--- config.mk ---
export PLATFORM = sky130hd
export DESIGN_NAME = integer_to_radix_ascii_flat
export DESIGN_NICKNAME = d
export VERILOG_FILES = /design/src/rtl/ira_pkg.sv /design/src/rtl/ira_if.sv /design/src/rtl/integer_to_radix_ascii.sv /design/src/rtl/ira_serial_div.sv /design/src/flat_wrapper.sv
export SDC_FILE = /design/constraint.sdc
export NUM_CORES = 1
export LEC_CHECK = 0
export ABC_AREA = 1
export BUFFER_PORTS_ARGS = -buffer_cell sky130_fd_sc_hd__clkbuf_2
export CORE_AREA = 5 5 139 128
export CTS_CLUSTER_DIAMETER = 80
export DETAILED_ROUTE_END_ITERATION = 7
export DIE_AREA = 0 0 144 133
export PLACE_DENSITY = 0.81
export SKIP_LAST_GASP = 1
export SLEW_MARGIN = 20
export SYNTH_ARGS = -nofsm -noshare
export SYNTH_HDL_FRONTEND = slang
export SYNTH_SLANG_ARGS = --single-unit
--- constraint.sdc ---
create_clock -name clk -period 6.4 [get_ports clk]
set_input_delay 0.64 -clock clk [delete_from_list [all_inputs] [get_ports clk]]
set_output_delay 0.64 -clock clk [all_outputs]
set_load 0.1 [all_outputs]
--- src/rtl/ira_pkg.sv ---
// Package for the integer to radix ASCII converter: types, constants and
// small helper functions shared by the divider, the top level and the testbench.
// No dependencies.
package ira_pkg;

	// Default width of the signed input value.
	localparam int unsigned IRA_VALUE_BITS = 32;

	// Radix after reset and the bounds it is held to.
	localparam logic [4:0] IRA_RADIX_RESET = 5'd10;
	localparam logic [4:0] IRA_RADIX_MIN   = 5'd2;
	localparam logic [4:0] IRA_RADIX_MAX   = 5'd16;

	// ASCII code of the minus sign.
	localparam logic [6:0] IRA_CHAR_MINUS = 7'h2D;

	// Control state of the converter.
	typedef enum logic [1:0] {
		ST_IDLE,
		ST_DIV,
		ST_SIGN,
		ST_EMIT
	} ira_state_t;

	// Status that the serial divider reports to the top level.
	typedef struct packed {
		logic done;
		logic quot_nonzero;
	} ira_div_status_t;

	// Radix values outside 2..16 saturate to the nearest bound.
	function automatic logic [4:0] ira_sat_radix(input logic [4:0] r);
		logic [4:0] res;
		case (r) inside
			[5'd0:5'd1]:   res = IRA_RADIX_MIN;
			[5'd17:5'd31]: res = IRA_RADIX_MAX;
			default:       res = r;
		endcase
		return res;
	endfunction

	// Digit to ASCII, upper-case letters for ten to fifteen.
	function automatic logic [6:0] ira_digit_char(input logic [3:0] d);
		logic [6:0] c;
		case (d)
			4'd0:    c = 7'h30;
			4'd1:    c = 7'h31;
			4'd2:    c = 7'h32;
			4'd3:    c = 7'h33;
			4'd4:    c = 7'h34;
			4'd5:    c = 7'h35;
			4'd6:    c = 7'h36;
			4'd7:    c = 7'h37;
			4'd8:    c = 7'h38;
			4'd9:    c = 7'h39;
			4'd10:   c = 7'h41;
			4'd11:   c = 7'h42;
			4'd12:   c = 7'h43;
			4'd13:   c = 7'h44;
			4'd14:   c = 7'h45;
			default: c = 7'h46;
		endcase
		return c;
	endfunction

endpackage

--- src/rtl/ira_if.sv ---
// Valid/ready channel interfaces of the converter: one for the input value
// and one for the output characters. Depends on nothing.
interface ira_value_if #(
	parameter int unsigned VALUE_BITS = 32
);
	logic                         valid;
	logic                         ready;
	logic signed [VALUE_BITS-1:0] value;

	modport source(output valid, output value, input ready);
	modport sink(input valid, input value, output ready);
endinterface

interface ira_char_if;
	logic       valid;
	logic       ready;
	logic [6:0] character;
	logic       last;

	modport source(output valid, output character, output last, input ready);
	modport sink(input valid, input character, input last, output ready);
endinterface

--- src/rtl/integer_to_radix_ascii.sv ---
// Integer to radix ASCII converter, top level. Each digit comes from the
// one-bit-per-cycle serial divider; then characters leave at one per cycle
// while the receiver is ready.
// Reset clears control state and sets the radix to ten; digits need no reset.
// Depends on ira_pkg, ira_if and ira_serial_div.
module integer_to_radix_ascii #(
	parameter int unsigned VALUE_BITS = ira_pkg::IRA_VALUE_BITS
) (
	input  logic        clk,
	input  logic        arst_n,
	input  logic        cfg_we,
	input  logic [4:0]  cfg_wdata,
	ira_value_if.sink   number,
	ira_char_if.source  text
);
	import ira_pkg::*;

	localparam int unsigned CNT_W = $clog2(VALUE_BITS + 1);

	ira_state_t state_q;
	ira_state_t state_d;

	logic [4:0]            radix_q;
	logic                  neg_q;
	logic [CNT_W-1:0]      count_q;
	logic [3:0]            stack_q [VALUE_BITS];
	logic                  out_valid_q;
	logic [6:0]            out_char_q;
	logic                  out_last_q;

	logic                  accept;
	logic                  load_ok;
	logic                  div_start;
	logic                  push;
	logic                  pop;
	logic                  load_out;
	logic [6:0]            load_char;
	logic                  load_last;
	logic                  more_digits;
	logic                  value_neg;
	logic [VALUE_BITS-1:0] value_bits;
	logic [VALUE_BITS-1:0] magnitude;
	logic [VALUE_BITS-1:0] dividend;

	ira_div_status_t       div_status;
	logic [3:0]            div_digit;
	logic [VALUE_BITS-1:0] div_quot;

	// Sign and magnitude of the incoming value.
	always_comb begin
		value_bits = number.value;
		value_neg  = value_bits[VALUE_BITS-1];
		magnitude  = value_neg ? (~value_bits + VALUE_BITS'(1)) : value_bits;
		dividend   = (state_q == ST_IDLE) ? magnitude : div_quot;
	end

	assign accept      = number.valid && number.ready;
	assign load_ok     = !out_valid_q || text.ready;
	assign more_digits = div_status.quot_nonzero && (count_q < CNT_W'(VALUE_BITS - 1));

	ira_serial_div #(
		.VALUE_BITS(VALUE_BITS)
	) u_div (
		.clk      (clk),
		.arst_n   (arst_n),
		.start    (div_start),
		.dividend (dividend),
		.radix    (ira_sat_radix(radix_q)),
		.status   (div_status),
		.digit    (div_digit),
		.quotient (div_quot)
	);

	// Next state.
	always_comb begin
		state_d = state_q;
		case (state_q)
			ST_IDLE: begin
				if (accept) state_d = ST_DIV;
			end
			ST_DIV: begin
				if (div_status.done && !more_digits) begin
					state_d = neg_q ? ST_SIGN : ST_EMIT;
				end
			end
			ST_SIGN: begin
				if (load_ok) state_d = ST_EMIT;
			end
			ST_EMIT: begin
				if (load_ok && (count_q == CNT_W'(1))) state_d = ST_IDLE;
			end
			default: state_d = ST_IDLE;
		endcase
	end

	// Control outputs of the state machine.
	always_comb begin
		number.ready = 1'b0;
		div_start    = 1'b0;
		push         = 1'b0;
		pop          = 1'b0;
		load_out     = 1'b0;
		load_char    = ira_digit_char(stack_q[0]);
		load_last    = (count_q == CNT_W'(1));
		case (state_q)
			ST_IDLE: begin
				number.ready = 1'b1;
				div_start    = accept;
			end
			ST_DIV: begin
				push      = div_status.done;
				div_start = div_status.done && more_digits;
			end
			ST_SIGN: begin
				load_out  = load_ok;
				load_char = IRA_CHAR_MINUS;
				load_last = 1'b0;
			end
			ST_EMIT: begin
				load_out = load_ok;
				pop      = load_ok;
			end
			default: ;
		endcase
	end

	// Control registers.
	always_ff @(posedge clk or negedge arst_n) begin
		if (!arst_n) begin
			state_q     <= ST_IDLE;
			radix_q     <= IRA_RADIX_RESET;
			neg_q       <= 1'b0;
			count_q     <= '0;
			out_valid_q <= 1'b0;
		end else begin
			state_q <= state_d;
			if (cfg_we) radix_q <= cfg_wdata;
			if (accept) begin
				neg_q   <= value_neg;
				count_q <= '0;
			end else if (push) begin
				count_q <= count_q + CNT_W'(1);
			end else if (pop) begin
				count_q <= count_q - CNT_W'(1);
			end
			if (load_out) begin
				out_valid_q <= 1'b1;
			end else if (text.ready) begin
				out_valid_q <= 1'b0;
			end
		end
	end

	// Digit stack: digits arrive least significant first and leave from the top.
	always_ff @(posedge clk) begin
		if (push) begin
			stack_q[0] <= div_digit;
			for (int i = 1; i < VALUE_BITS; i++) stack_q[i] <= stack_q[i-1];
		end else if (pop) begin
			for (int i = 0; i < VALUE_BITS - 1; i++) stack_q[i] <= stack_q[i+1];
		end
	end

	// Output register holding one character request.
	always_ff @(posedge clk) begin
		if (load_out) begin
			out_char_q <= load_char;
			out_last_q <= load_last;
		end
	end

	assign text.valid     = out_valid_q;
	assign text.character = out_char_q;
	assign text.last      = out_last_q;

endmodule

--- src/rtl/ira_serial_div.sv ---
// Bit-serial restoring divider: divides an unsigned value by a radix of at most
// sixteen, one quotient bit per cycle. Depends on ira_pkg.
module ira_serial_div #(
	parameter int unsigned VALUE_BITS = ira_pkg::IRA_VALUE_BITS
) (
	input  logic                           clk,
	input  logic                           arst_n,
	input  logic                           start,
	input  logic [VALUE_BITS-1:0]          dividend,
	input  logic [4:0]                     radix,
	output ira_pkg::ira_div_status_t       status,
	output logic [3:0]                     digit,
	output logic [VALUE_BITS-1:0]          quotient
);
	import ira_pkg::*;

	localparam int unsigned CW = $clog2(VALUE_BITS);

	logic [VALUE_BITS-1:0] quot_q;
	logic [3:0]            rem_q;
	logic [CW-1:0]         cnt_q;
	logic                  running_q;
	logic                  done_q;
	logic                  nz_q;

	logic [4:0] trial;
	logic [4:0] diff;
	logic       ge;

	// One long-division step: bring down the next dividend bit.
	always_comb begin
		trial = {rem_q, quot_q[VALUE_BITS-1]};
		ge    = (trial >= radix);
		diff  = trial - radix;
	end

	// Control: step counter, busy flag and done pulse.
	always_ff @(posedge clk or negedge arst_n) begin
		if (!arst_n) begin
			cnt_q     <= '0;
			running_q <= 1'b0;
			done_q    <= 1'b0;
			nz_q      <= 1'b0;
		end else if (start) begin
			cnt_q     <= CW'(VALUE_BITS - 1);
			running_q <= 1'b1;
			done_q    <= 1'b0;
			nz_q      <= 1'b0;
		end else begin
			done_q <= running_q && (cnt_q == '0);
			if (running_q) begin
				nz_q <= nz_q | ge;
				cnt_q <= cnt_q - CW'(1);
				if (cnt_q == '0) begin
					running_q <= 1'b0;
				end
			end
		end
	end

	// Datapath: quotient bits shift in as dividend bits shift out.
	always_ff @(posedge clk) begin
		if (start) begin
			quot_q <= dividend;
			rem_q  <= '0;
		end else if (running_q) begin
			quot_q <= {quot_q[VALUE_BITS-2:0], ge};
			rem_q  <= ge ? diff[3:0] : trial[3:0];
		end
	end

	assign status.done         = done_q;
	assign status.quot_nonzero = nz_q;
	assign digit               = rem_q;
	assign quotient            = quot_q;

endmodule

--- src/flat_wrapper.sv ---
// flat-port wrapper written by rule: the top's interface ports become plain ports
module integer_to_radix_ascii_flat import ira_pkg::*;
#(
	parameter int unsigned VALUE_BITS = ira_pkg::IRA_VALUE_BITS
)
  (clk, arst_n, cfg_we, cfg_wdata, number_valid, number_value, number_ready, text_valid, text_character, text_last, text_ready);
  ira_value_if #(.VALUE_BITS(VALUE_BITS)) number_i ();
  ira_char_if text_i ();
  input  logic clk;
  input  logic arst_n;
  input  logic cfg_we;
  input  logic [4:0] cfg_wdata;
  input wire logic [$bits(number_i.valid)-1:0] number_valid;
  input wire logic [$bits(number_i.value)-1:0] number_value;
  output wire logic [$bits(number_i.ready)-1:0] number_ready;
  output wire logic [$bits(text_i.valid)-1:0] text_valid;
  output wire logic [$bits(text_i.character)-1:0] text_character;
  output wire logic [$bits(text_i.last)-1:0] text_last;
  input wire logic [$bits(text_i.ready)-1:0] text_ready;
  assign number_i.valid = number_valid;
  assign number_i.value = number_value;
  assign number_ready = number_i.ready;
  assign text_valid = text_i.valid;
  assign text_character = text_i.character;
  assign text_last = text_i.last;
  assign text_i.ready = text_ready;
  integer_to_radix_ascii #(.VALUE_BITS(VALUE_BITS)) u_core (.clk(clk), .arst_n(arst_n), .cfg_we(cfg_we), .cfg_wdata(cfg_wdata), .number(number_i), .text(text_i));
endmodule
==> results of run 1 <==
cells by family (layout without fill, tap and decap cells):
group           after synthesis  after routing
compound gates              171            171
xor+xnor                     17             17
fa+ha+maj                    18             18
buf+inv                     143            192
flops                       195            195
mux                           2              2
simple gates                461            461
synth_stat cells (3+ instances only):
cell	count
nor2_1	48
nand4_1	12
xor2_1	8
xnor2_1	9
a21oi_1	11
o21ai_0	137
nand2_1	333
inv_1	101
buf_2	14
nor2_2	4
edfxtp_1	168
inv_2	4
clkbuf_1	17
o211ai_1	5
nor4_1	3
ha_1	17
nor3_1	3
o21ai_1	9
dfrtp_1	21
nand3_1	52
buf_1	4
dfxtp_1	4
cell type report:
type	instances	area share
Sequential cell	195	0.548
Multi-Input combinational cell	669	0.306
Clock buffer	21	0.0433
Inverter	105	0.0378
Timing Repair Buffer	55	0.0274
Tap cell	211	0.0254
Clock inverter	11	0.0123
critical path: cells and delay by family (launching register included):
family / cells / cell delay [ns]
buffers and inverters: 5 / 2.23
and+or+nand+nor: 3 / 0.46
DFF: 1 / 0.39
adders and majority gates: 1 / 0.22
AOI/OAI and AO/OA: 1 / 0.13
sequential cells by signal, summed over array words and instances, names as in the netlist:
name,count
u_core.count_q,6
u_core.neg_q,1
u_core.radix_q,5
u_core.stack_q,128
u_core.state_q,2
u_core.text.character,7
u_core.text.last,1
u_core.text.valid,1
u_core.u_div.cnt_q,5
u_core.u_div.digit,4
u_core.u_div.done_q,1
u_core.u_div.nz_q,1
u_core.u_div.quotient,32
u_core.u_div.running_q,1
power by group:
part	internal [mW]	leakage, nW	switching [mW]
clock network	0.589	0.276	0.465
logic	0.375	2.24	1.03
registers	1.98	1.89	0.180
worst paths after layout:
path | startpoint | end | slack [ns] | cells after the start
max | u_core.state_q[1]$_DFFE_PN0P_ | u_core.stack_q[2][15]$_DFFE_PP_ | 2.58 | 10
min | arst_n | u_core.u_div.cnt_q[0]$_DFFE_PN0P_ | 0.21 | 1
max reg2reg | u_core.state_q[1]$_DFFE_PN0P_ | u_core.stack_q[2][15]$_DFFE_PP_ | 2.58 | 10
min reg2reg | u_core.stack_q[7][8]$_DFFE_PP_ | u_core.stack_q[7][12]$_DFFE_PP_ | 0.46 | 0
max in group asynchronous | arst_n | u_core.count_q[3]$_DFFE_PN0P_ | 5.79 | 1
min in group clk | cfg_wdata[3] | u_core.radix_q[3]$_DFFE_PN1P_ | 0.40 | 3
metal layers:
metal	GRT usage	up-vias	wire length, um
li1	-	3428	-
met1	0.296	3184	8440
met2	0.296	211	8330
met3	0.0416	28	1090
met4	0.0554	0	269
met5	0	-	0
stage by stage:
stage	setup WS [ns]	power [mW]	cell area (um2)	hold WS (ns)
floorplan	1.46	3.26	9440	0.344
global placement	2.81	3.50	9830	0.433
detailed placement	2.65	3.57	9830	0.443
CTS	2.62	4.63	10400	0.221
global route	2.07	4.92	10400	0.250
finish	2.58	4.62	10400	0.208
==> results.sh, run 1 <==
export IMPL_syn_to_final_growth_pct=10.3
export IMPL_ys_async_sr_fraction=0.118
export IMPL_drtIter0Drc=757
export IMPL_crit_path_start_kind="flop"
export IMPL_relSlewSlack=0.318
export IMPL_synthAdderAreaFrac=0.0246
export IMPL_hold_viol_final=0
export IMPL_layout_common_cells="nand2_1, edfxtp_1, o21ai_0"
export IMPL_endpoint_kind="flop"
export IMPL_synth_top_family_by_area="simple AND/OR/NAND/NOR gates"
export IMPL_clockBufferDepth=2
export IMPL_register_area_um2=5700
export IMPL_path_cells="inv_1, ha_1, nand2_2, buf_4, inv_2, nor2_4, buf_4, inv_2, nand2_1, o21ai_0"
export IMPL_required_ns=6.53
export IMPL_rsz0062_at_grt="no"
export IMPL_tns_ns=0
export IMPL_utilization=0.636
export IMPL_nets=1103
export IMPL_dr_pass1_iters=5
export IMPL_synth_cell_type_count=40
export IMPL_synth_nets=1067
export IMPL_row_count=45
export IMPL_setup_viol=0
export IMPL_powerDensity_nw_per_um2=444
export IMPL_synth_avg_cell_area_um2=9.38
export IMPL_htreeDepth=4
export IMPL_synthFlopType="edfxtp_1"
export IMPL_die_area_um2=19200
export IMPL_synth_top_area_frac=0.534
export IMPL_nFillCells=1263
export IMPL_route_antenna_remaining_nets=0
export IMPL_grt_pass1_vias=6390
export IMPL_viasPerCell=5.41
export IMPL_drcViolationCount=0
export IMPL_cts_resized=0
export IMPL_synth_xor_area_share=0.0158
export IMPL_seq_area_frac_synth=0.604
export IMPL_max_freq_mhz=262
export IMPL_wl_per_cell_um=14.3
export IMPL_hold_buffers=0
export IMPL_hpwlAfterDp_um=11800
export IMPL_drive_gt1_frac=0.0975
export IMPL_synth_seq_cells=195
export IMPL_gp_congestion=0.860
export IMPL_drt_total_wl_um=18100
export IMPL_cts_num_sinks=195
export IMPL_fin_cells=1267
export IMPL_grt_max_degree=87
export IMPL_fin_crit_sh=0.596
export IMPL_vdd_drop_max_mv=0.310
export IMPL_synth_mux_area_frac=0.00239
export IMPL_p_leak_nw=4.41
export IMPL_final_common_cell="nand2_1"
export IMPL_critPathMaxFanout=73
export IMPL_route_vias_total=6851
export IMPL_cts_setup_buffers=0
export IMPL_synth_top_area_cell="edfxtp_1"
export IMPL_worstMarginPinSlew_ns=1.02
export IMPL_drv_cap=0
export IMPL_die_w_um=144
export IMPL_cts_tree="yes"
export IMPL_worstPathArrival_ns=3.95
export IMPL_clock_latency_ns=0.44
export IMPL_grt_overflow=0
export IMPL_start_util=0.576
export IMPL_dieHeight_um=133
export IMPL_hold_class="primary input to async pin"
export IMPL_fin_crit_ns=3.82
export IMPL_worst_path_largest_cell_delay_ns=0.58
export IMPL_drv_slew=0
export IMPL_synth_area_leaders="edfxtp_1, nand2_1, o21ai_0"
export IMPL_synth_area_um2=9440
export IMPL_io_pins=52
export IMPL_design_core_area_um2=16400
export IMPL_crit_type="flop to flop"
export IMPL_placed_cells=1235
export IMPL_netlist_instances=1007
export IMPL_slowest_stage="inv_2"
export IMPL_port_buffer_count=51
export IMPL_synthSimpleGateAreaFrac=0.198
export IMPL_path_clk_slew_ns=0.07
export IMPL_finClkSkew_ns=0.00900
export IMPL_synth_edf_count=168
export IMPL_grt_pass1_wl_um=30400
export IMPL_ys_warn_count=0
export IMPL_grtUsageTotal=0.198
export IMPL_cts_buffers=17
export IMPL_multi_input_area_um2=3190
export IMPL_clock_root_buffer="clkbuf_16"
export IMPL_diodes=0
export IMPL_status="finished, final reports clean"
export IMPL_antenna_found_initial=0
export IMPL_synth_compound_area_frac=0.0943
Power figures use the tool's default switching activity.
==> inputs of run 2 (changes only) <==
--- a/config.mk
+++ b/config.mk
@@ -5,12 +5,12 @@
 export SDC_FILE = /design/constraint.sdc
 export NUM_CORES = 1
 export LEC_CHECK = 0
-export ABC_AREA = 1
+export ABC_AREA = 0
 export BUFFER_PORTS_ARGS = -buffer_cell sky130_fd_sc_hd__clkbuf_2
-export CORE_AREA = 5 5 139 128
+export CORE_AREA = 5 5 138 127
 export CTS_CLUSTER_DIAMETER = 80
 export DETAILED_ROUTE_END_ITERATION = 7
-export DIE_AREA = 0 0 144 133
+export DIE_AREA = 0 0 143 132
 export PLACE_DENSITY = 0.81
 export SKIP_LAST_GASP = 1
 export SLEW_MARGIN = 20
==> constraint.sdc (replaced) <==
create_clock -name clk -period 3.9 [get_ports clk]
set_input_delay 0.39 -clock clk [delete_from_list [all_inputs] [get_ports clk]]
set_output_delay 0.39 -clock clk [all_outputs]
set_load 0.1 [all_outputs]
==> run 2 against run 1 <==
  * Power fell by 0.46%
  * Critical endpoint is now u_core.stack_q[0][9]$_DFFE_PP_
  * Largest power group unchanged
  * Largest cell class unchanged
  * Synthesized cell count fell by 23%
  * Clock power rose by 56%
  * Area after synthesis fell by 1.3%
  * Utilization rose by 1.6 points
  * Critical path depth fell by 5
  * Sequential share of layout area rose by 0.26 points
==> results.sh, run 2 <==
export IMPL_status="finished, final reports clean"
export IMPL_fin_crit_sh=0.631
export IMPL_hold_viol_final=0
export IMPL_fin_crit_ns=2.46
export IMPL_path_cells="inv_1, ha_1, nand2_2, nand3_4, mux2_2"
export IMPL_cts_tree="yes"
export IMPL_powerDensity_nw_per_um2=444
export IMPL_netlist_top_cells_count="nand2_1, edfxtp_1, mux2_2"
export IMPL_netlist_instances=778
export IMPL_regMostFlops="u_core.stack_q"
export IMPL_cts_setup_buffers=0
export IMPL_synthFlopType="edfxtp_1"
export IMPL_crit_type="flop to flop"
export IMPL_hpwlAfterDp_um=10300
export IMPL_synth_nets=838
export IMPL_worstMarginPinSlew_ns=0.967
export IMPL_crit_path_start_kind="flop"
export IMPL_crit_start="u_core.state_q[1]$_DFFE_PN0P_"
export IMPL_reg2reg_to="u_core.stack_q[0][9]$_DFFE_PP_"
export IMPL_route_antenna_remaining_nets=0
export IMPL_gp_congestion=0.818
export IMPL_hold_class="primary input to flop"
export IMPL_synth_area_leaders="edfxtp_1, mux2_2, nand2_1"
export IMPL_viasPerCell=5.57
export IMPL_start_util=0.586
export IMPL_hold_ws_ns=0.184
export IMPL_p_leak_nw=3.90
export IMPL_synth_most_common_cell="nand2_1"
export IMPL_synth_cell_type_count=53
export IMPL_hold_depth=3
export IMPL_synth_top_area_cell="edfxtp_1"
export IMPL_die_w_um=143
export IMPL_tns_ns=0
export IMPL_final_common_cell="nand2_1"
export IMPL_path_clk_slew_ns=0.07
export IMPL_dieHeight_um=132
export IMPL_worst_path_buf_inv=1
export IMPL_setup_viol=0
export IMPL_drv_slew=0
export IMPL_r2r_setup_slack_ns=1.44
export IMPL_max_freq_mhz=406
export IMPL_htreeDepth=4
export IMPL_drt_total_wl_um=16100
export IMPL_ff2ff_path_depth=5
export IMPL_route_vias_total=5788
export IMPL_grtUsageTotal=0.175
export IMPL_layout_common_cells="nand2_1, edfxtp_1, mux2_2"
export IMPL_synth_seq_cells=195
export IMPL_row_count=44
export IMPL_drv_cap=0
export IMPL_synth_avg_cell_area_um2=12.0
export IMPL_endpoint_kind="flop"
export IMPL_io_pins=52
export IMPL_hp_start="cfg_wdata[4]"
export IMPL_drcViolationCount=0
export IMPL_reg2reg_from="u_core.state_q[1]$_DFFE_PN0P_"
export IMPL_clock_latency_ns=0.42
export IMPL_grt_pass1_vias=5609
export IMPL_syn_to_final_growth_pct=11.2
export IMPL_diodes=0
export IMPL_path_delay_family="simple AND/OR/NAND/NOR gates"
export IMPL_critPathMaxFanout=73
export IMPL_largest_reg_flops=128
export IMPL_nets=880
export IMPL_drtIter0Drc=387
export IMPL_synth_area_um2=9320
export IMPL_seq_area_frac_synth=0.612
export IMPL_die_area_um2=18900
export IMPL_worst_path_largest_cell_delay_ns=0.70
export IMPL_finClkSkew_ns=0.00828
export IMPL_rsz0062_at_grt="no"
export IMPL_grt_pass1_wl_um=26900
export IMPL_vdd_drop_max_mv=0.397
export IMPL_relSlewSlack=0.355
export IMPL_cts_num_sinks=195
export IMPL_clockBufferDepth=2
export IMPL_antenna_found_initial=0
export IMPL_wl_per_cell_um=15.5
export IMPL_synth_top_area_frac=0.541
export IMPL_port_buffer_count=51
export IMPL_design_core_area_um2=15900
export IMPL_grt_max_degree=74
export IMPL_ys_warn_count=0
export IMPL_dr_pass1_iters=5
export IMPL_synth_edf_count=168
export IMPL_drive_gt1_frac=0.230
export IMPL_slowest_stage="nand3_4"
export IMPL_ys_async_sr_fraction=0.118
export IMPL_cts_buffers=17
export IMPL_worstPathArrival_ns=2.64
export IMPL_required_ns=4.07
export IMPL_whs_endpoint="u_core.radix_q[4]$_DFFE_PN0P_"
export IMPL_clock_root_buffer="clkbuf_16"
export IMPL_grt_overflow=0
[run 2: cell count changes after synthesis, moves of 9 or more]
| cell | delta |
|---|---|
| buf_2 | -14 |
| clkbuf_1 | +12 |
| inv_1 | -81 |
| mux2_2 | +78 |
| nand2_1 | -124 |
| nand3_1 | -48 |
| nand4_1 | -11 |
| nor2_1 | -24 |
| o21ai_0 | -93 |
| o31ai_1 | +9 |
| xor2_1 | +23 |
[run 2: worst max path at each step]
stage / endpoint / slack [ns] / cells past startpoint
CTS: u_core.count_q[2]$_DFFE_PN0P_ / 1.42 / 7
global placement: u_core.u_div.quotient[16]$_DFFE_PP_ / 1.23 / 8
floorplan: u_core.u_div.quotient[0]$_DFFE_PP_ / 0.50 / 4
global route: u_core.count_q[2]$_DFFE_PN0P_ / 1.24 / 7
finish: u_core.stack_q[0][9]$_DFFE_PP_ / 1.44 / 5
detailed placement: u_core.u_div.quotient[16]$_DFFE_PP_ / 1.15 / 8
[run 2: power by group]
part	leakage [nW]	switching (mW)	internal, mW
Sequential	1.67	0.0623	2.41
Clock	0.259	0.810	0.833
Combinational	1.97	0.256	0.223
Total	3.90	1.13	3.47
[run 2: metal layers]
metal  GRT usage  part of all wire  wire, um
met5           0                 0         0
met4      0.0417            0.0075       121
met3      0.0424             0.039       625
met2       0.272              0.48      7790
met1       0.251              0.47      7570
[run 2: area by class of cell]
cell class / count / area [um2]
tap: 207 / 259
sequential: 195 / 5700
clock inverter: 15 / 126
inverter: 21 / 78.8
clock buffer: 17 / 425
timing repair buffer: 60 / 338
multi-input combinational: 525 / 3430
fill: 1186 / 5550
[run 2: worst reg2reg max path, cell delays in order, from the launching register on]
cell,delay [ns]
dfrtp_1,0.42
inv_1,0.09
ha_1,0.24
nand2_2,0.14
nand3_4,0.70
mux2_2,0.63
[run 2: per-stage QoR]
step                      instances  worst slack (ns)  utilization  area, um2  total power [mW]
after floorplan                 778             0.504            -       9320              2.85
after global placement         1007              1.23        0.616       9800              2.97
after detailed placement       1007              1.15        0.616       9800              3.00
after CTS                      1040              1.42        0.651      10400              4.63
after global routing           1040              1.24        0.651      10400              4.78
final                          1040              1.44        0.651      10400              4.60
[run 2: kinds of logic after synthesis]
group	after synthesis	share of synthesized area
mux	84	0.101
compound gates	94	0.0659
fa+ha+maj	18	0.0250
xor+xnor	40	0.0376
buf+inv	58	0.0242
flops	195	0.612
simple gates	289	0.135
[run 2: repair_timing]
action | CTS | global route
hold endpoints to repair | 21 | 0
gates resized for setup | 0 | 0
hold buffers | 1 | 0
==> inputs of run 3 (changes only) <==
--- a/config.mk
+++ b/config.mk
@@ -5,12 +5,12 @@
 export SDC_FILE = /design/constraint.sdc
 export NUM_CORES = 1
 export LEC_CHECK = 0
-export ABC_AREA = 0
+export ABC_AREA = 1
 export BUFFER_PORTS_ARGS = -buffer_cell sky130_fd_sc_hd__clkbuf_2
-export CORE_AREA = 5 5 138 127
+export CORE_AREA = 5 5 139 128
 export CTS_CLUSTER_DIAMETER = 80
 export DETAILED_ROUTE_END_ITERATION = 7
-export DIE_AREA = 0 0 143 132
+export DIE_AREA = 0 0 144 133
 export PLACE_DENSITY = 0.81
 export SKIP_LAST_GASP = 1
 export SLEW_MARGIN = 20
==> constraint.sdc (replaced) <==
create_clock -name clk -period 2.3 [get_ports clk]
set_input_delay 0.23 -clock clk [delete_from_list [all_inputs] [get_ports clk]]
set_output_delay 0.23 -clock clk [all_outputs]
set_load 0.1 [all_outputs]
==> run 3 against run 2 <==
  * Fmax rose by 16%
  * Die area grew 1.5%
  * Register-to-register slack got worse by 1.3 ns
  * Setup slack worse by 1.3 ns
  * Non-clock buffer count up 10
  * Via count increased by 20%
  * Wire length grew 15%
  * Critical endpoint is now u_core.u_div.quotient[0]$_DFFE_PP_
==> results.sh, run 3 (synthesis gave the netlist of run 1 again) <==
export IMPL_status="finished, final reports clean"
export IMPL_path_delay_family="compound AO/OA/AOI/OAI gates"
export IMPL_drtIter0Drc=627
export IMPL_drv_cap=0
export IMPL_dieHeight_um=133
export IMPL_cts_num_sinks=195
export IMPL_cp_common_cell="inv_2"
export IMPL_nets=1119
export IMPL_finClkSkew_ns=0.00818
export IMPL_port_buffer_count=51
export IMPL_cts_tree="yes"
export IMPL_regMostFlops="u_core.stack_q"
export IMPL_powerDensity_nw_per_um2=1220
export IMPL_worstPathArrival_ns=2.18
export IMPL_hold_class="primary input to flop"
export IMPL_power_total_mw=12.9
export IMPL_clock_latency_ns=0.43
export IMPL_antenna_found_initial=0
export IMPL_gp_congestion=0.885
export IMPL_rsz0062_at_grt="no"
export IMPL_route_antenna_remaining_nets=0
export IMPL_drv_slew=0
export IMPL_reg2reg_from="u_core.state_q[1]$_DFFE_PN0P_"
export IMPL_p_leak_nw=4.49
export IMPL_fin_crit_ns=2.13
export IMPL_hold_viol_final=0
export IMPL_final_common_cell="nand2_1"
export IMPL_grt_max_degree=74
export IMPL_die_area_um2=19200
export IMPL_path_cells="inv_2, ha_1, nand2_2, inv_2, nand2_2, nand2_4, inv_2, o21ai_2"
export IMPL_die_w_um=144
export IMPL_nFillCells=1267
export IMPL_htreeDepth=4
export IMPL_crit_type="flop to flop"
export IMPL_worstMarginPinSlew_ns=0.822
export IMPL_start_util=0.576
export IMPL_largest_reg_flops=128
export IMPL_vdd_drop_max_mv=0.834
export IMPL_setup_viol=0
export IMPL_max_freq_mhz=470
export IMPL_relSlewSlack=0.452
export IMPL_grt_overflow=0
export IMPL_slowest_stage="o21ai_2"
export IMPL_worst_path_largest_cell_delay_ns=0.64
export IMPL_syn_to_final_growth_pct=12.3
export IMPL_required_ns=2.35
export IMPL_cts_buffers=17
export IMPL_hpwlAfterDp_um=12300
export IMPL_drt_total_wl_um=18400
export IMPL_route_vias_total=6970
export IMPL_path_clk_slew_ns=0.06
export IMPL_design_core_area_um2=16400
export IMPL_critPathMaxFanout=16
export IMPL_endpoint="u_core.u_div.quotient[0]$_DFFE_PP_"
export IMPL_fin_crit_sh=0.925
export IMPL_worst_path_buf_inv=3
export IMPL_grtUsageTotal=0.195
export IMPL_tns_ns=0
export IMPL_wl_per_cell_um=14.4
export IMPL_crit_path_start_kind="flop"
export IMPL_drive_gt1_frac=0.112
export IMPL_endpoint_kind="flop"
export IMPL_path_depth=8
export IMPL_drcViolationCount=0
export IMPL_row_count=45
export IMPL_dr_pass1_iters=5
export IMPL_crit_start="u_core.state_q[1]$_DFFE_PN0P_"
export IMPL_reg2reg_to="u_core.u_div.quotient[0]$_DFFE_PP_"
export IMPL_grt_pass1_vias=6431
export IMPL_r2r_setup_slack_ns=0.17
export IMPL_viasPerCell=5.43
export IMPL_clock_root_buffer="clkbuf_16"
export IMPL_clockBufferDepth=2
export IMPL_grt_pass1_wl_um=30200
export IMPL_ff2ff_path_depth=8
export IMPL_io_pins=52
export IMPL_diodes=0
export IMPL_cts_setup_buffers=0
export IMPL_layout_common_cells="nand2_1, edfxtp_1, o21ai_0"
-- run 3: cell count changes in the layout (fill, tap and decap cells not counted), sizes merged, moves of 8 or more --
| cell | previous run | this run |
|---|---|---|
| nand2 | 209 | 336 |
| nand3 | 4 | 52 |
| o21ai | 46 | 147 |
| buf | 8 | 16 |
| nor2 | 24 | 53 |
| xor2 | 31 | 8 |
| inv | 26 | 106 |
| or4 | 9 | 0 |
| o41ai | 9 | 0 |
| nand4 | 1 | 12 |
| o31ai | 9 | 0 |
| mux2 | 80 | 2 |
-- run 3: cell type report --
cell class | instances | area, um2 | area share
inverter | 105 | 394 | 0.0372
timing repair buffer | 70 | 475 | 0.0448
tap | 211 | 264 | 0.0249
sequential | 195 | 5700 | 0.538
multi-input combinational | 670 | 3230 | 0.304
clock buffer | 18 | 429 | 0.0405
clock inverter | 14 | 115 | 0.0109
-- run 3: through the flow --
step / instance area (um2) / util / worst slack [ns] / hold WS [ns] / cells
2_1_floorplan: 9490 / - / 0.00899 / -0.0656 / 1007
3_3_place_gp: 10000 / 0.611 / 0.139 / 0.274 / 1247
3_5_place_dp: 10000 / 0.611 / 0.0500 / 0.270 / 1247
4_1_cts: 10600 / 0.646 / 0.0554 / 0.000704 / 1282
5_1_grt: 10600 / 0.647 / 0.0214 / 0.0129 / 1283
6_report: 10600 / 0.647 / 0.173 / 0.0119 / 1283
-- run 3: worst reg2reg max path, delay by kind of cell (launching register included) --
kind / cells / cell delay [ns]
AO/OA/AOI/OAI: 1 / 0.64
flip-flops: 1 / 0.42
buffers and inverters: 3 / 0.26
AND/OR/NAND/NOR: 3 / 0.24
adder cells (fa/ha/maj): 1 / 0.21
-- run 3: worst min-delay path by stage --
stage	start	end	slack [ns]	depth (start not counted)
after floorplan	arst_n	u_core.count_q[0]$_DFFE_PN0P_	-0.07	0
after global placement	arst_n	u_core.radix_q[2]$_DFFE_PN0P_	0.27	1
after detailed placement	arst_n	u_core.radix_q[2]$_DFFE_PN0P_	0.27	1
after CTS	cfg_wdata[1]	u_core.radix_q[1]$_DFFE_PN1P_	0.0007	3
after global routing	cfg_wdata[1]	u_core.radix_q[1]$_DFFE_PN1P_	0.01	3
final	cfg_wdata[1]	u_core.radix_q[1]$_DFFE_PN1P_	0.01	3
-- run 3: report_power, final --
group	switching, mW	internal [mW]
registers	0.504	5.49
clock network	1.28	1.48
logic	2.95	1.23
-- run 3: metal layers --
metal,vias up,share of wire,GRT usage
li1,3466,-,-
met1,3269,0.46,0.288
met2,221,0.47,0.297
met3,14,0.054,0.0379
met4,0,0.012,0.0528
met5,-,0,0
-- run 3: what timing repair did --
action,in CTS,in global routing
endpoints found under the setup margin,0,78
hold endpoints to repair,23,0
resized for setup,0,5
hold buffers,3,0
